**src/rtl/subcpu_control_registers_assert.svh**
```systemverilog
// Assertion macros used by the control-register RTL.
`ifndef SUBCPU_CONTROL_REGISTERS_ASSERT_SVH
`define SUBCPU_CONTROL_REGISTERS_ASSERT_SVH

// Plain property, sampled on clk and switched off while rst_n is low.
`define SCR_ASSERT(label, prop, msg) \
    label: assert property (@(posedge clk) disable iff (!rst_n) (prop)) else $error(msg);

// Same-cycle implication.
`define SCR_ASSERT_IMP(label, ante, cons, msg) \
    label: assert property (@(posedge clk) disable iff (!rst_n) (ante) |-> (cons)) \
        else $error(msg);

`endif

```
**src/rtl/scr_pkg.sv**
```systemverilog
// Types and constants of the sub CPU control-register block.
`timescale 1ns / 1ps

package scr_pkg;

    typedef enum logic [1:0] {
        CMD_READ     = 2'd0,
        CMD_WRITE    = 2'd1,
        CMD_HALT_ACK = 2'd2,
        CMD_STATUS   = 2'd3
    } scr_cmd_t;

    localparam logic [15:0] ADDR_INTF   = 16'hfd04;
    localparam logic [15:0] ADDR_CTRL   = 16'hfd05;
    localparam logic [15:0] ADDR_MODE   = 16'hfd12;
    localparam logic [15:0] ADDR_BANK   = 16'hfd13;

    localparam logic [7:0] RD_INTF_BUSY = 8'hff;
    localparam logic [7:0] RD_INTF_IDLE = 8'h7f;
    localparam logic [7:0] RD_CTRL_BUSY = 8'hfe;
    localparam logic [7:0] RD_CTRL_IDLE = 8'h7e;
    localparam logic [7:0] RD_ALL_ONES  = 8'hff;

    localparam logic [1:0] VER_MODE_MIN = 2'd2;
    localparam logic [1:0] VER_EXT_MIN  = 2'd3;
    localparam logic [1:0] VER_RESET    = 2'd3;

    localparam logic [1:0] IFACE_RESET  = 2'b01;
    localparam logic [2:0] BANK_EXT     = 3'd4;

    typedef struct packed {
        scr_cmd_t    cmd;
        logic        vsync;
        logic        blanking;
        logic        init_rom_enabled;
        logic        hot_reset;
        logic        break_key;
        logic [7:0]  write_data;
        logic [15:0] address;
    } scr_item_t;

    // Declared from the top bit down so that read_data lands in the low byte.
    typedef struct packed {
        logic [4:0] mode_bits;
        logic       cancel_pending;
        logic       halted;
        logic [2:0] rom_bank;
        logic       video_reset;
        logic       redraw;
        logic       clear_break;
        logic       sub_reset;
        logic       sub_irq;
        logic       main_firq;
        logic       decoded;
        logic [7:0] read_data;
    } scr_result_t;

    localparam int RESULT_W = $bits(scr_result_t);

endpackage

```
**src/rtl/scr_core.sv**
```systemverilog
// Register state, address decode and flag updates for one bus command.
`timescale 1ns / 1ps

module scr_core
    import scr_pkg::*;
(
    input  logic        clk,
    input  logic        rst_n,
    input  logic        fire,
    input  scr_item_t   item,
    input  logic        cfg_we,
    input  logic [1:0]  cfg_data,
    output scr_result_t result
);

    logic [1:0] mver_reg;
    logic       halt_request_reg, halt_request_next;
    logic       halt_flag_reg, halt_flag_next;
    logic       busy_flag_reg, busy_flag_next;
    logic       cancel_request_reg, cancel_request_next;
    logic       cancel_flag_reg, cancel_flag_next;
    logic       attention_flag_reg, attention_flag_next;
    logic [2:0] screen_modes_reg, screen_modes_next;
    logic       ram_protect_reg, ram_protect_next;
    logic       kanji_on_sub_reg, kanji_on_sub_next;
    logic       reset_deferred_reg, reset_deferred_next;
    logic [1:0] interface_mode_reg, interface_mode_next;
    logic [2:0] bank_reg, bank_next;

    logic       m400;
    logic       m256;

    always_comb
    begin
        halt_request_next   = halt_request_reg;
        halt_flag_next      = halt_flag_reg;
        busy_flag_next      = busy_flag_reg;
        cancel_request_next = cancel_request_reg;
        cancel_flag_next    = cancel_flag_reg;
        attention_flag_next = attention_flag_reg;
        screen_modes_next   = screen_modes_reg;
        ram_protect_next    = ram_protect_reg;
        kanji_on_sub_next   = kanji_on_sub_reg;
        reset_deferred_next = reset_deferred_reg;
        interface_mode_next = interface_mode_reg;
        bank_next           = bank_reg;

        m400 = ~item.write_data[3];
        m256 = item.write_data[4] & item.write_data[3];

        result = '0;

        case (item.cmd)
            CMD_READ:
            begin
                case (item.address)
                    ADDR_INTF:
                    begin
                        result.decoded   = 1'b1;
                        result.main_firq = 1'b1;
                        result.read_data = busy_flag_reg ? RD_INTF_BUSY : RD_INTF_IDLE;
                        if (attention_flag_reg)
                        begin
                            result.read_data[0] = 1'b0;
                            attention_flag_next = 1'b0;
                        end
                        if (item.break_key || item.hot_reset)
                        begin
                            result.read_data[1] = 1'b0;
                            result.clear_break  = item.hot_reset & ~item.init_rom_enabled;
                        end
                    end
                    ADDR_CTRL:
                    begin
                        result.decoded   = 1'b1;
                        result.read_data = busy_flag_reg ? RD_CTRL_BUSY : RD_CTRL_IDLE;
                    end
                    ADDR_MODE:
                    begin
                        result.decoded   = 1'b1;
                        result.read_data = RD_ALL_ONES;
                        if (mver_reg >= VER_MODE_MIN)
                        begin
                            result.read_data[6] = screen_modes_reg[0];
                            result.read_data[1] = ~item.blanking;
                            result.read_data[0] = item.vsync;
                        end
                    end
                    ADDR_BANK:
                    begin
                        // The bank register is write only and reads back as all ones.
                        result.decoded   = 1'b1;
                        result.read_data = RD_ALL_ONES;
                    end
                    default:
                    begin
                        result.decoded = 1'b0;
                    end
                endcase
            end
            CMD_WRITE:
            begin
                case (item.address)
                    ADDR_INTF:
                    begin
                        result.decoded = 1'b1;
                        if (mver_reg >= VER_EXT_MIN)
                        begin
                            // With 400 line selected the 256k mode is forced off.
                            ram_protect_next    = ~item.write_data[2];
                            kanji_on_sub_next   = ~item.write_data[5];
                            screen_modes_next   = {m256, m400, screen_modes_reg[0]};
                            interface_mode_next = item.write_data[4:3];
                            result.redraw       = (item.write_data[4:3] != interface_mode_reg);
                        end
                    end
                    ADDR_CTRL:
                    begin
                        result.decoded    = 1'b1;
                        result.sub_irq    = 1'b1;
                        halt_request_next = item.write_data[7];
                        if (!item.write_data[7] && reset_deferred_reg)
                        begin
                            result.sub_reset    = 1'b1;
                            reset_deferred_next = 1'b0;
                        end
                        if (item.write_data[6])
                        begin
                            cancel_request_next = 1'b1;
                        end
                    end
                    ADDR_MODE:
                    begin
                        result.decoded = 1'b1;
                        if ((mver_reg >= VER_MODE_MIN)
                            && (item.write_data[6] != screen_modes_reg[0]))
                        begin
                            screen_modes_next[0] = item.write_data[6];
                            result.redraw        = 1'b1;
                        end
                    end
                    ADDR_BANK:
                    begin
                        result.decoded = 1'b1;
                        if (mver_reg >= VER_MODE_MIN)
                        begin
                            if ((mver_reg >= VER_EXT_MIN) && item.write_data[2])
                            begin
                                bank_next = BANK_EXT;
                            end
                            else
                            begin
                                bank_next = {1'b0, item.write_data[1:0]};
                            end
                            // A halted sub CPU is reset only when a later control write releases the halt request.
                            if (!halt_flag_reg)
                            begin
                                result.sub_reset    = 1'b1;
                                reset_deferred_next = 1'b0;
                            end
                            else
                            begin
                                reset_deferred_next = 1'b1;
                            end
                            busy_flag_next     = 1'b1;
                            result.video_reset = 1'b1;
                        end
                    end
                    default:
                    begin
                        result.decoded = 1'b0;
                    end
                endcase
            end
            CMD_HALT_ACK:
            begin
                halt_flag_next   = halt_request_reg;
                cancel_flag_next = cancel_request_reg;
                if (halt_request_reg)
                begin
                    busy_flag_next = 1'b1;
                end
            end
            CMD_STATUS:
            begin
                if (item.write_data[0])
                begin
                    attention_flag_next = 1'b1;
                end
                if (item.write_data[1])
                begin
                    busy_flag_next = 1'b0;
                end
            end
            default:
            begin
                result.decoded = 1'b0;
            end
        endcase

        result.rom_bank       = bank_next;
        result.halted         = halt_flag_next;
        result.cancel_pending = cancel_flag_next;
        result.mode_bits      = {kanji_on_sub_next, ram_protect_next, screen_modes_next};
    end

    always_ff @(posedge clk or negedge rst_n)
    begin
        if (!rst_n)
        begin
            mver_reg <= VER_RESET;
        end
        else if (cfg_we)
        begin
            mver_reg <= cfg_data;
        end
    end

    always_ff @(posedge clk or negedge rst_n)
    begin
        if (!rst_n)
        begin
            halt_request_reg   <= 1'b0;
            halt_flag_reg      <= 1'b0;
            busy_flag_reg      <= 1'b1;
            cancel_request_reg <= 1'b0;
            cancel_flag_reg    <= 1'b0;
            attention_flag_reg <= 1'b0;
            screen_modes_reg   <= 3'd0;
            ram_protect_reg    <= 1'b1;
            kanji_on_sub_reg   <= 1'b0;
            reset_deferred_reg <= 1'b0;
            interface_mode_reg <= IFACE_RESET;
            bank_reg           <= 3'd0;
        end
        else if (fire)
        begin
            halt_request_reg   <= halt_request_next;
            halt_flag_reg      <= halt_flag_next;
            busy_flag_reg      <= busy_flag_next;
            cancel_request_reg <= cancel_request_next;
            cancel_flag_reg    <= cancel_flag_next;
            attention_flag_reg <= attention_flag_next;
            screen_modes_reg   <= screen_modes_next;
            ram_protect_reg    <= ram_protect_next;
            kanji_on_sub_reg   <= kanji_on_sub_next;
            reset_deferred_reg <= reset_deferred_next;
            interface_mode_reg <= interface_mode_next;
            bank_reg           <= bank_next;
        end
    end

endmodule

```
**src/rtl/subcpu_control_registers.sv**
```systemverilog
// Top level of the sub CPU control-register block: input stage, core and result stage.
//
//   channel   direction  handshake                  payload
//   s_axis    in         s_axis_tvalid/tready       tdata: bus command fields, tuser: cmd
//   m_axis    out        m_axis_tvalid/tready       tdata: result fields
//   cfg       in         cfg_valid/cfg_ready        cfg_data: machine version
//
// Each beat passes through the input register and then the result register.
// One beat is taken every cycle while the result side keeps up; the flag update of the
// core is the only loop.
// Reset sets all flags to their power-on values and empties both stages.
// A stall on m_axis holds the result register, then the input register, then s_axis.
`timescale 1ns / 1ps

module subcpu_control_registers
    import scr_pkg::*;
(
    input  logic        clk,
    input  logic        rst_n,
    input  logic        s_axis_tvalid,
    output logic        s_axis_tready,
    // [15:0] address, [23:16] write_data, [24] break_key, [25] hot_reset,
    // [26] init_rom_enabled, [27] blanking, [28] vsync, [31:29] zero
    input  logic [31:0] s_axis_tdata,
    // [1:0] cmd
    input  logic [1:0]  s_axis_tuser,
    output logic        m_axis_tvalid,
    input  logic        m_axis_tready,
    // [7:0] read_data, [8] decoded, [9] main_firq, [10] sub_irq, [11] sub_reset,
    // [12] clear_break, [13] redraw, [14] video_reset, [17:15] rom_bank, [18] halted,
    // [19] cancel_pending, [24:20] mode_bits, [31:25] zero
    output logic [31:0] m_axis_tdata,
    input  logic        cfg_valid,
    output logic        cfg_ready,
    input  logic [1:0]  cfg_data
);

    `include "subcpu_control_registers_assert.svh"

    logic        in_valid_reg, in_valid_next;
    scr_item_t   in_item_reg;
    logic        out_valid_reg, out_valid_next;
    scr_result_t out_result_reg;
    scr_result_t core_result;
    scr_item_t   s_item;
    logic        s_fire;
    logic        advance;

    assign s_item.cmd              = scr_cmd_t'(s_axis_tuser);
    assign s_item.address          = s_axis_tdata[15:0];
    assign s_item.write_data       = s_axis_tdata[23:16];
    assign s_item.break_key        = s_axis_tdata[24];
    assign s_item.hot_reset        = s_axis_tdata[25];
    assign s_item.init_rom_enabled = s_axis_tdata[26];
    assign s_item.blanking         = s_axis_tdata[27];
    assign s_item.vsync            = s_axis_tdata[28];

    assign advance       = in_valid_reg && (!out_valid_reg || m_axis_tready);
    assign s_axis_tready = !in_valid_reg || advance;
    assign s_fire        = s_axis_tvalid && s_axis_tready;
    assign cfg_ready     = 1'b1;

    scr_core u_core (
        .clk      (clk),
        .rst_n    (rst_n),
        .fire     (advance),
        .item     (in_item_reg),
        .cfg_we   (cfg_valid),
        .cfg_data (cfg_data),
        .result   (core_result)
    );

    always_comb
    begin
        in_valid_next = in_valid_reg;
        if (s_fire)
        begin
            in_valid_next = 1'b1;
        end
        else if (advance)
        begin
            in_valid_next = 1'b0;
        end

        out_valid_next = out_valid_reg;
        if (advance)
        begin
            out_valid_next = 1'b1;
        end
        else if (m_axis_tready)
        begin
            out_valid_next = 1'b0;
        end
    end

    always_ff @(posedge clk or negedge rst_n)
    begin
        if (!rst_n)
        begin
            in_valid_reg  <= 1'b0;
            out_valid_reg <= 1'b0;
        end
        else
        begin
            in_valid_reg  <= in_valid_next;
            out_valid_reg <= out_valid_next;
        end
    end

    always_ff @(posedge clk)
    begin
        if (s_fire)
        begin
            in_item_reg <= s_item;
        end
        if (advance)
        begin
            out_result_reg <= core_result;
        end
    end

    assign m_axis_tvalid = out_valid_reg;
    assign m_axis_tdata  = {{(32 - RESULT_W){1'b0}}, out_result_reg};

    // A bank write either resets the sub CPU now or defers it while halted.
    `SCR_ASSERT_IMP(a_bank_reset_split, out_valid_reg && out_result_reg.video_reset, out_result_reg.sub_reset != out_result_reg.halted, "bank write must reset now or defer")
    // 400 line mode always overrides 256k.
    `SCR_ASSERT_IMP(a_mode_exclusive, out_valid_reg, !(out_result_reg.mode_bits[1] && out_result_reg.mode_bits[2]), "400 line and 256k both set")
    // Only banks 0 through 4 exist.
    `SCR_ASSERT_IMP(a_bank_range, out_valid_reg, out_result_reg.rom_bank <= BANK_EXT, "ROM bank out of range")
    // A stalled result must not be overwritten by the input stage.
    `SCR_ASSERT_IMP(a_no_overrun, out_valid_reg && !m_axis_tready, !advance, "result register overwritten while stalled")

endmodule
```
**config.mk**
```make
export PLATFORM = sky130hd
export DESIGN_NAME = subcpu_control_registers
export DESIGN_NICKNAME = d
export VERILOG_FILES = /design/src/rtl/scr_pkg.sv /design/src/rtl/scr_core.sv /design/src/rtl/subcpu_control_registers.sv
export VERILOG_INCLUDE_DIRS = /design/src /design/src/rtl
export SDC_FILE = /design/constraint.sdc
export NUM_CORES = 1
export LEC_CHECK = 0
export BUFFER_PORTS_ARGS = -buffer_cell sky130_fd_sc_hd__buf_2
export CAP_MARGIN = 0
export CORE_MARGIN = 4
export CORE_UTILIZATION = 50
export DETAILED_ROUTE_END_ITERATION = 7
export PLACE_DENSITY = 0.76
export SKIP_CTS_REPAIR_TIMING = 1
export SLEW_MARGIN = 20
export SYNTH_ARGS = -nofsm -noshare
export SYNTH_HDL_FRONTEND = slang
export SYNTH_SLANG_ARGS = --single-unit
```
**constraint.sdc**
```tcl
create_clock -name clk -period 2.6 [get_ports clk]
set_clock_uncertainty 0.2 [all_clocks]
set_input_delay 0.26 -clock clk [delete_from_list [all_inputs] [get_ports clk]]
set_output_delay 0.26 -clock clk [all_outputs]
set_load 0.05 [all_outputs]
```
* Word-level counts from Yosys, hierarchy flattened
Cells that the tools add are included.
Storage, ports and cells: register bits 77, input port bits 41, output and inout bits 35, word-level logic and storage cells 139
Operators by class: $lt $le $gt $ge 2, equal/unequal tests 17, muxes and demuxes 51, bitwise gates (word level) 7, reduce and logical (&&, ||, !) cells 27
Operators with widths (number):
- $eq 16x16->1 const B | 4
- $mux 1 | 34
- $pmux 8 s4 | 1
- $mux 3 | 6
- $mux 8 | 2
- $reduce_and 4->1 | 3
- $pmux 1 s2 | 5
- $ne 2x1->1 const B | 4
- $ne 2x2->1 const B | 4
- $reduce_bool 2->1 | 4
- $reduce_and 3->1 | 2
- $reduce_and 6->1 | 1
- $logic_and 1x1->1 | 5
- $not 1->1 | 5
- $reduce_and 5->1 | 1
- $eq 2x2->1 const B | 2
- $ge 2x2->1 const B | 2
- $mux 2 | 2
- $reduce_or 4->1 | 1
- $logic_not 1->1 | 3
- $logic_or 1x1->1 | 3
- $pmux 1 s3 | 1
- $reduce_bool 3->1 | 1
- $and 1x1->1 | 2
- 6 further kinds | 6

* Logic depth before layout (Yosys ltp)
Gate-level depths: netlist (run 1).
depth after elaboration 6, gate-level depth with buffers 6

* By module
From an unflattened synthesis (run 1), not the netlist that was laid out.
Second synthesis, totals: cells, all modules 224, area total of the unflattened synthesis 3306.9 µm²
Modules (own cells, without submodules):
- subcpu_control_registers | instances 1, cells each 74, area an instance 1853.0 µm², sequential area each 1731.7 µm²
- scr_core | instances 1, cells each 150, area an instance 1453.9 µm², sequential area each 481.7 µm²

* Worst setup path before layout (run 1)
OpenSTA, ideal clock, no wires.
path kind register to register, start register out_valid_reg (netlist: m_axis_tvalid), end register u_core.interface_mode_reg[1], setup time 0.125 ns, arrival time 2.334 ns, required time 2.275 ns, setup slack -0.059 ns, stages on the path, launching flop included 6, buffers on the path 0, path through dfrtp_1 nand2b_1 nand2_1 clkinv_1 nand2b_1 mux2_2
On the way: word-level cells in the longest chain between the ends 4
RTL lines:
- start, declared | line subcpu_control_registers.sv:42 | logic out_valid_reg, out_valid_next;
- start signal, assigned | line subcpu_control_registers.sv:106 | out_valid_reg <= out_valid_next;
- $logic_not 1->1 | line subcpu_control_registers.sv:58 | assign advance = in_valid_reg && (!out_valid_reg || m_axis_tready);
- $logic_or 1x1->1 | line subcpu_control_registers.sv:58
- $logic_and 1x1->1 | line subcpu_control_registers.sv:58
- named net advance | line subcpu_control_registers.sv:47 | logic advance;
- $reduce_and 4->1 (no line)
- end signal, assigned | line scr_core.sv:248 | interface_mode_reg <= interface_mode_next;
- end, declared | line scr_core.sv:27 | logic [1:0] interface_mode_reg, interface_mode_next;
The timed path passes the listed nets, and every way through them passes these cells. A chain may end at the register's enable or synchronous reset.

* Worst setup path in the final report (run 1)
start register in_item_reg[9] in the netlist's numbering, end register u_core.bank_reg[0]
On the way: word-level cells in the longest chain between the ends 3
RTL lines:
- start, declared | line subcpu_control_registers.sv:41 | scr_item_t in_item_reg;
- start signal, assigned | line subcpu_control_registers.sv:114 | in_item_reg <= s_item;
- $eq 16x16->1 | line scr_core.sv:103 | case (item.address)
- $mux 3 | line scr_core.sv:103
- $mux 3 | line scr_core.sv:53 | case (item.cmd)
- end signal, assigned | line scr_core.sv:249 | bank_reg <= bank_next;
- end, declared | line scr_core.sv:28 | logic [2:0] bank_reg, bank_next;
No other way between the ends.

==> results of run 1 <==
-- critical path, cell delays in order, from the launching register on --
cell      delay (ps)
edfxtp_1         380
nand4b_4         200
or2_1            330
nor4_4           450
and2_4           240
mux2_1           310
-- through the flow --
step / setup slack [ps] / area, um2 / cells
after floorplan: 41.8 / 3110 / 228
after global placement: 383 / 3480 / 360
after detailed placement: 360 / 3480 / 360
after CTS: 344 / 3630 / 376
after global routing: 236 / 3990 / 412
final: 363 / 3990 / 412
-- cells by family (layout without fill, tap and decap cells) --
group,count (synthesis),after routing
XOR/XNOR,3,3
flip-flops,74,74
AO/OA/AOI/OAI,32,32
buffers and inverters,19,128
AND/OR/NAND/NOR,78,78
multiplexers,14,14
other,2,8
-- final timing paths --
kind / cells past startpoint / endpoint
setup / recovery: 5 / u_core.bank_reg[0]
hold / removal: 3 / in_valid_reg
setup reg to reg: 5 / u_core.bank_reg[0]
hold reg to reg: 1 / u_core.ram_protect_reg
max in group asynchronous: 2 / u_core.interface_mode_reg[0]
min in group asynchronous: 2 / u_core.bank_reg[2]
-- power by group --
group          total (mW)  internal [mW]  switching [mW]
Combinational       0.319          0.109           0.211
Clock               0.714          0.334           0.380
Sequential           1.39           1.35          0.0409
-- cells in the mapped netlist (all sizes together) (2+ instances only) --
| master | number |
|---|---|
| dfrtp | 16 |
| nand2b | 8 |
| or2 | 2 |
| conb | 2 |
| and3 | 3 |
| nor4 | 2 |
| and2 | 6 |
| a31oi | 3 |
| buf | 12 |
| nand2 | 24 |
| dfstp | 5 |
| nor4b | 2 |
| xor2 | 2 |
| nand3b | 2 |
| edfxtp | 53 |
| o21ai | 18 |
| nor3 | 6 |
| o21a | 2 |
| mux2 | 14 |
| nor2 | 8 |
| nor2b | 3 |
| nand4 | 4 |
| or3 | 2 |
| nand3 | 2 |
| clkbuf | 2 |
| inv | 4 |
-- metal layers --
layer	wire, um	global-route usage (%)	part of all wire, %	up-vias
met3	361	3.42	6.1	11
li1	-	-	-	1026
met5	0	0	0	-
met2	2980	24.5	50	81
met4	109	8.07	1.8	0
met1	2450	19.4	42	981
-- placed cells by master, fill, tap and decap left out, drive strengths merged, types with 2 or more instances in the layout --
cell,n
nand2b,8
mux2,14
and2,6
nand3b,2
dfrtp,16
edfxtp,53
nor3,6
conb,8
or3,2
nand3,2
inv,4
clkbuf,11
clkinv,6
a31oi,3
dfstp,5
nor4,2
nor2b,3
nor4b,2
o21ai,18
or2,2
o21a,2
nand2,24
xor2,2
dlygate4sd3,36
nand4,4
nor2,8
buf,71
and3,3
-- final cells by class --
cell class                 instances  area share [%]
tap                               75            2.35
clock inverter                     5           0.533
clock buffer                      11            3.29
sequential                        74            53.2
timing repair buffer             107            18.4
inverter                           5           0.501
multi-input combinational        135            21.8
==> implementation parameters, run 1 <==
Parameter                              Value

CTS
  Cts bufs inserted    9
  Level count of the clock H-tree    3
  CTS tree    done
  Clock transition at the register clock pins on the worst setup and hold paths after CTS    70 ps
  Worst-Skew Late Latency    340 ps
  Number of clock sinks    74
  Buffer depth of the longest clock path    2
  Root cell of the clock tree    clkbuf_8

Global routing
  Total track usage    15.3%
  Number of global-route vias before repair    1887
  Wire length of the first global-routing pass    8630 um
  Residual overflow from global routing    0
  Largest net degree at the start of global routing    32
  Number of antenna violations at the first check in global routing    0

Setup path
  Setup slack of the most critical reg-to-reg path    360 ps
  Type of the worst setup path    reg2reg
  Kind of start point of the critical path    register
  Data required time at the worst endpoint    2620 ps
  First element of the critical path    in_item_reg[9]
  Largest fanout on the critical path    6
  Worst R2R Start    in_item_reg[9]
  Arrival time at the worst endpoint    2260 ps
  Endpoint type of the worst setup path    register

Floorplanning
  Die footprint    7490 um2
  Num ports    76
  Vertical extent of the die    86.5 um
  Std-Cell Rows    28
  Area of the core    5960 um2
  Die span in x    86.5 um
  Effective utilization at floorplan    51.8%

Synthesis
  Number of synthesized flops with an enable pin    53
  Average cell area after synthesis    13.9 um2
  Synth Warn #    0
  Sequential share of the synthesized area    68.8%
  Main flop type after synthesis    edfxtp_1
  Distinct cell type count of the synthesized netlist    47
  Main combinational cell family by area after synthesis    simple AND/OR/NAND/NOR gates
  Number of standard cells after synthesis    222
  XOR/XNOR share of the synthesized area    0.852%
  Biggest area consumer among synthesized cells    edfxtp_1
  Area contributors post-synth    edfxtp_1 (52%), dfrtp_1 (13%), dfstp_2 (4.3%)
  Area fraction of the dominant cell type after synthesis    51.6%
  Post-synthesis mux area share    5.11%
  Post-synthesis share of cell area spent on and, or, nand and nor gates    14.9%
  Synthesized-area fraction occupied by ao, oa, aoi and oai cells    6.37%
  Total of flip-flops plus latches after synthesis    74
  Async S/R FF share, synth    28.4%
  Mapped Area    3080 um2
  Adder and majority cell fraction of the synthesized area    0%

Route
  Vias after detailed routing    2099
  Number of vias per cell    5.09
  Drt drc    0
  Overall routed net length    5910 um
  First-pass iteration count of the detailed router    4
  Routed length per placed instance    14.3 um
  Antenna Violating Nets Remaining    0
  Initial DRC count    154

STA
  Setup-failing EPs final    0
  Peak Freq    447 MHz
  Final critical-path required period    2240 ps
  Post-route fraction of the period consumed by the critical path    86.0%
  Max Slew Vio Count    0
  Final hold slack    32.3 ps
  Unrepaired setup endpoints after global routing    false
  Final number of hold-violating endpoints    0
  Sum Neg Setup Slack    0 ps

Cells and area
  Multi-input combinational cell area    870 um2
  Layout overhead on the synthesized area    29.5%
  Proportion of layout cells with a drive suffix above 1    31.2%
  Register area    2120 um2
  Filler instances    428
  Max reg flops    31
  Net total in the final layout    373
  Post-layout util    67.0%
  Diodes inserted    0

Power and ir drop
  Max rail drop VDD    0.000367 V
  Overall power    2.42 mW
  Ratio of total power to cell area    607 nW/um2
  Leakage    1.67 nW

Flow run
  Number of max-cap violations    0

Worst hold path
  Worst Hold Class    in2reg
  Worst Min Path Start    m_axis_tready

Outcome
  Result of the run    completed

Placement
  Routability congestion estimate from global placement    0.824
  Number of I/O port buffers    64
  Placed wire-length estimate after detailed placement    3920 um
(Power assumes the default switching activity.)
==> inputs of run 2 (changes only) <==
--- a/config.mk
+++ b/config.mk
@@ -6,10 +6,12 @@
 export SDC_FILE = /design/constraint.sdc
 export NUM_CORES = 1
 export LEC_CHECK = 0
+export ABC_CLOCK_PERIOD_IN_PS = 2600
 export BUFFER_PORTS_ARGS = -buffer_cell sky130_fd_sc_hd__buf_2
 export CAP_MARGIN = 0
 export CORE_MARGIN = 4
 export CORE_UTILIZATION = 50
+export CTS_BUF_LIST = sky130_fd_sc_hd__clkbuf_8
 export DETAILED_ROUTE_END_ITERATION = 7
 export PLACE_DENSITY = 0.76
 export SKIP_CTS_REPAIR_TIMING = 1
==> implementation parameters, run 2 (synthesis gave the netlist of run 1 again) <==
Parameter                              Value

Outcome
  Result of the run    completed (unchanged)

Floorplanning
  Die footprint    7490 um2 (unchanged)
  Std-Cell Rows    28 (unchanged)
  Die span in x    86.5 um (unchanged)
  Vertical extent of the die    86.5 um (unchanged)
  Num ports    76 (unchanged)
  Area of the core    5960 um2 (unchanged)
  Effective utilization at floorplan    51.8% (unchanged)

Cells and area
  Layout overhead on the synthesized area    29.5% (unchanged)
  Net total in the final layout    373 (unchanged)
  Max reg flops    31 (unchanged)
  Post-layout util    67.0% (unchanged)
  Proportion of layout cells with a drive suffix above 1    31.2% (unchanged)
  Most frequent standard cell in the layout excluding fill and tap cells    buf_2 (unchanged)
  Leading cell types in the layout, fill and taps excluded    buf_2 (64), edfxtp_1 (53), dlygate4sd3_1 (36) (unchanged)
  Diodes inserted    0 (unchanged)

CTS
  Number of clock sinks    74 (unchanged)
  Level count of the clock H-tree    3 (unchanged)
  CTS tree    done (unchanged)
  Clock transition at the register clock pins on the worst setup and hold paths after CTS    70 ps (about the same)
  Worst-Skew Late Latency    340 ps (about the same)
  Buffer depth of the longest clock path    2 (unchanged)
  Root cell of the clock tree    clkbuf_8 (unchanged)
  Cts bufs inserted    9 (unchanged)

Worst hold path
  Worst Min Path Start    m_axis_tready (unchanged)
  Endpoint, Worst Hold    in_valid_reg (unchanged)
  Worst Hold Class    in2reg (unchanged)
  Worst hold path cell count    3 (unchanged)

Route
  Routed length per placed instance    14.2 um (was 14.3 um)
  Initial DRC count    157 (was 154)
  Number of vias per cell    5.06 (was 5.09)
  Overall routed net length    5870 um (was 5910 um)
  First-pass iteration count of the detailed router    4 (unchanged)
  Drt drc    0 (unchanged)
  Antenna Violating Nets Remaining    0 (unchanged)
  Vias after detailed routing    2085 (was 2099)

STA
  Final critical-path required period    2240 ps (about the same)
  Sum Neg Setup Slack    0 ps (unchanged)
  Peak Freq    447 MHz (about the same)
  Setup-failing EPs final    0 (unchanged)
  Max Slew Vio Count    0 (unchanged)
  Post-route fraction of the period consumed by the critical path    86.1% (was 86.0%)
  Unrepaired setup endpoints after global routing    false (unchanged)
  Final number of hold-violating endpoints    0 (unchanged)

Setup path
  Worst r2r path cells    5 (unchanged)
  FF-to-FF End    u_core.bank_reg[0] (unchanged)
  Data required time at the worst endpoint    2620 ps (about the same)
  Type of the worst setup path    reg2reg (unchanged)
  Largest fanout on the critical path    6 (unchanged)
  Setup slack of the most critical reg-to-reg path    360 ps (about the same)
  Arrival time at the worst endpoint    2260 ps (about the same)
  Kind of start point of the critical path    register (unchanged)
  Worst R2R Start    in_item_reg[9] (unchanged)
  Endpoint type of the worst setup path    register (unchanged)

Power and ir drop
  Ratio of total power to cell area    604 nW/um2 (was 607 nW/um2)
  Max rail drop VDD    0.000367 V (about the same)
  Leakage    1.68 nW (was 1.67 nW)

Global routing
  Largest net degree at the start of global routing    32 (unchanged)
  Number of global-route vias before repair    1887 (unchanged)
  Residual overflow from global routing    0 (unchanged)
  Total track usage    15.3% (unchanged)
  Number of antenna violations at the first check in global routing    0 (unchanged)
  Wire length of the first global-routing pass    8630 um (unchanged)

Flow run
  Number of max-cap violations    0 (unchanged)

Placement
  Placed wire-length estimate after detailed placement    3920 um (unchanged)
  Number of I/O port buffers    64 (unchanged)
  Routability congestion estimate from global placement    0.824 (unchanged)
==> run 2: cell count changes in the layout (fill, tap and decap cells not counted), sizes merged <==
cell / before / now
inv: 4 / 6
clkbuf: 11 / 9
==> run 2: cell type report <==
class / count / area, um2
Clock buffer: 9 / 124
Clock inverter: 7 / 28.8
Fill cell: 428 / 1960
Inverter: 5 / 20.0
Multi-Input combinational cell: 135 / 870
Sequential cell: 74 / 2120
Tap cell: 75 / 93.8
Timing Repair Buffer: 107 / 733
==> run 2: critical path, cell delays in order, from the launching register on <==
cell and delay, ps:
edfxtp_1 380, nand4b_4 200, or2_1 330, nor4_4 450, and2_4 240, mux2_1 310
==> run 2: worst max path at each step <==
stage / start / endpoint / slack (ps) / depth (start not counted)
after floorplan: m_axis_tvalid / in_item_reg[0] / 40 / 2
after CTS: in_item_reg[9] / u_core.bank_reg[0] / 340 / 5
after global placement: in_item_reg[9] / u_core.bank_reg[2] / 380 / 5
after detailed placement: in_item_reg[9] / u_core.bank_reg[0] / 360 / 5
final: in_item_reg[9] / u_core.bank_reg[0] / 360 / 5
after global routing: in_item_reg[9] / u_core.bank_reg[1] / 240 / 5
==> run 2: layer usage <==
metal  part of all wire (%)  GRT usage [%]
met3                    5.9           3.42
met5                      0              0
met1                     41           19.4
met4                    2.1           8.07
met2                     51           24.5
==> run 2: metrics by stage <==
step                      power (mW)  setup slack, ps  instances  hold slack [ps]  instance area, um2
after CTS                       2.39              344        376             -315                3630
after detailed placement        1.69              360        360             56.1                3480
after global placement          1.68              383        360             47.5                3480
final                           2.41              362        412             32.4                3990
after floorplan                 1.61             41.8        228             -236                3110
after global routing            2.52              236        412             48.9                3990
==> run 2: where the power goes <==
group          leakage (nW)  switching [mW]  internal (mW)  total [mW]
Sequential            0.783          0.0408           1.35        1.39
Combinational         0.811           0.210          0.109       0.319
Clock                0.0879           0.380          0.326       0.706
Total                  1.68           0.631           1.78        2.41
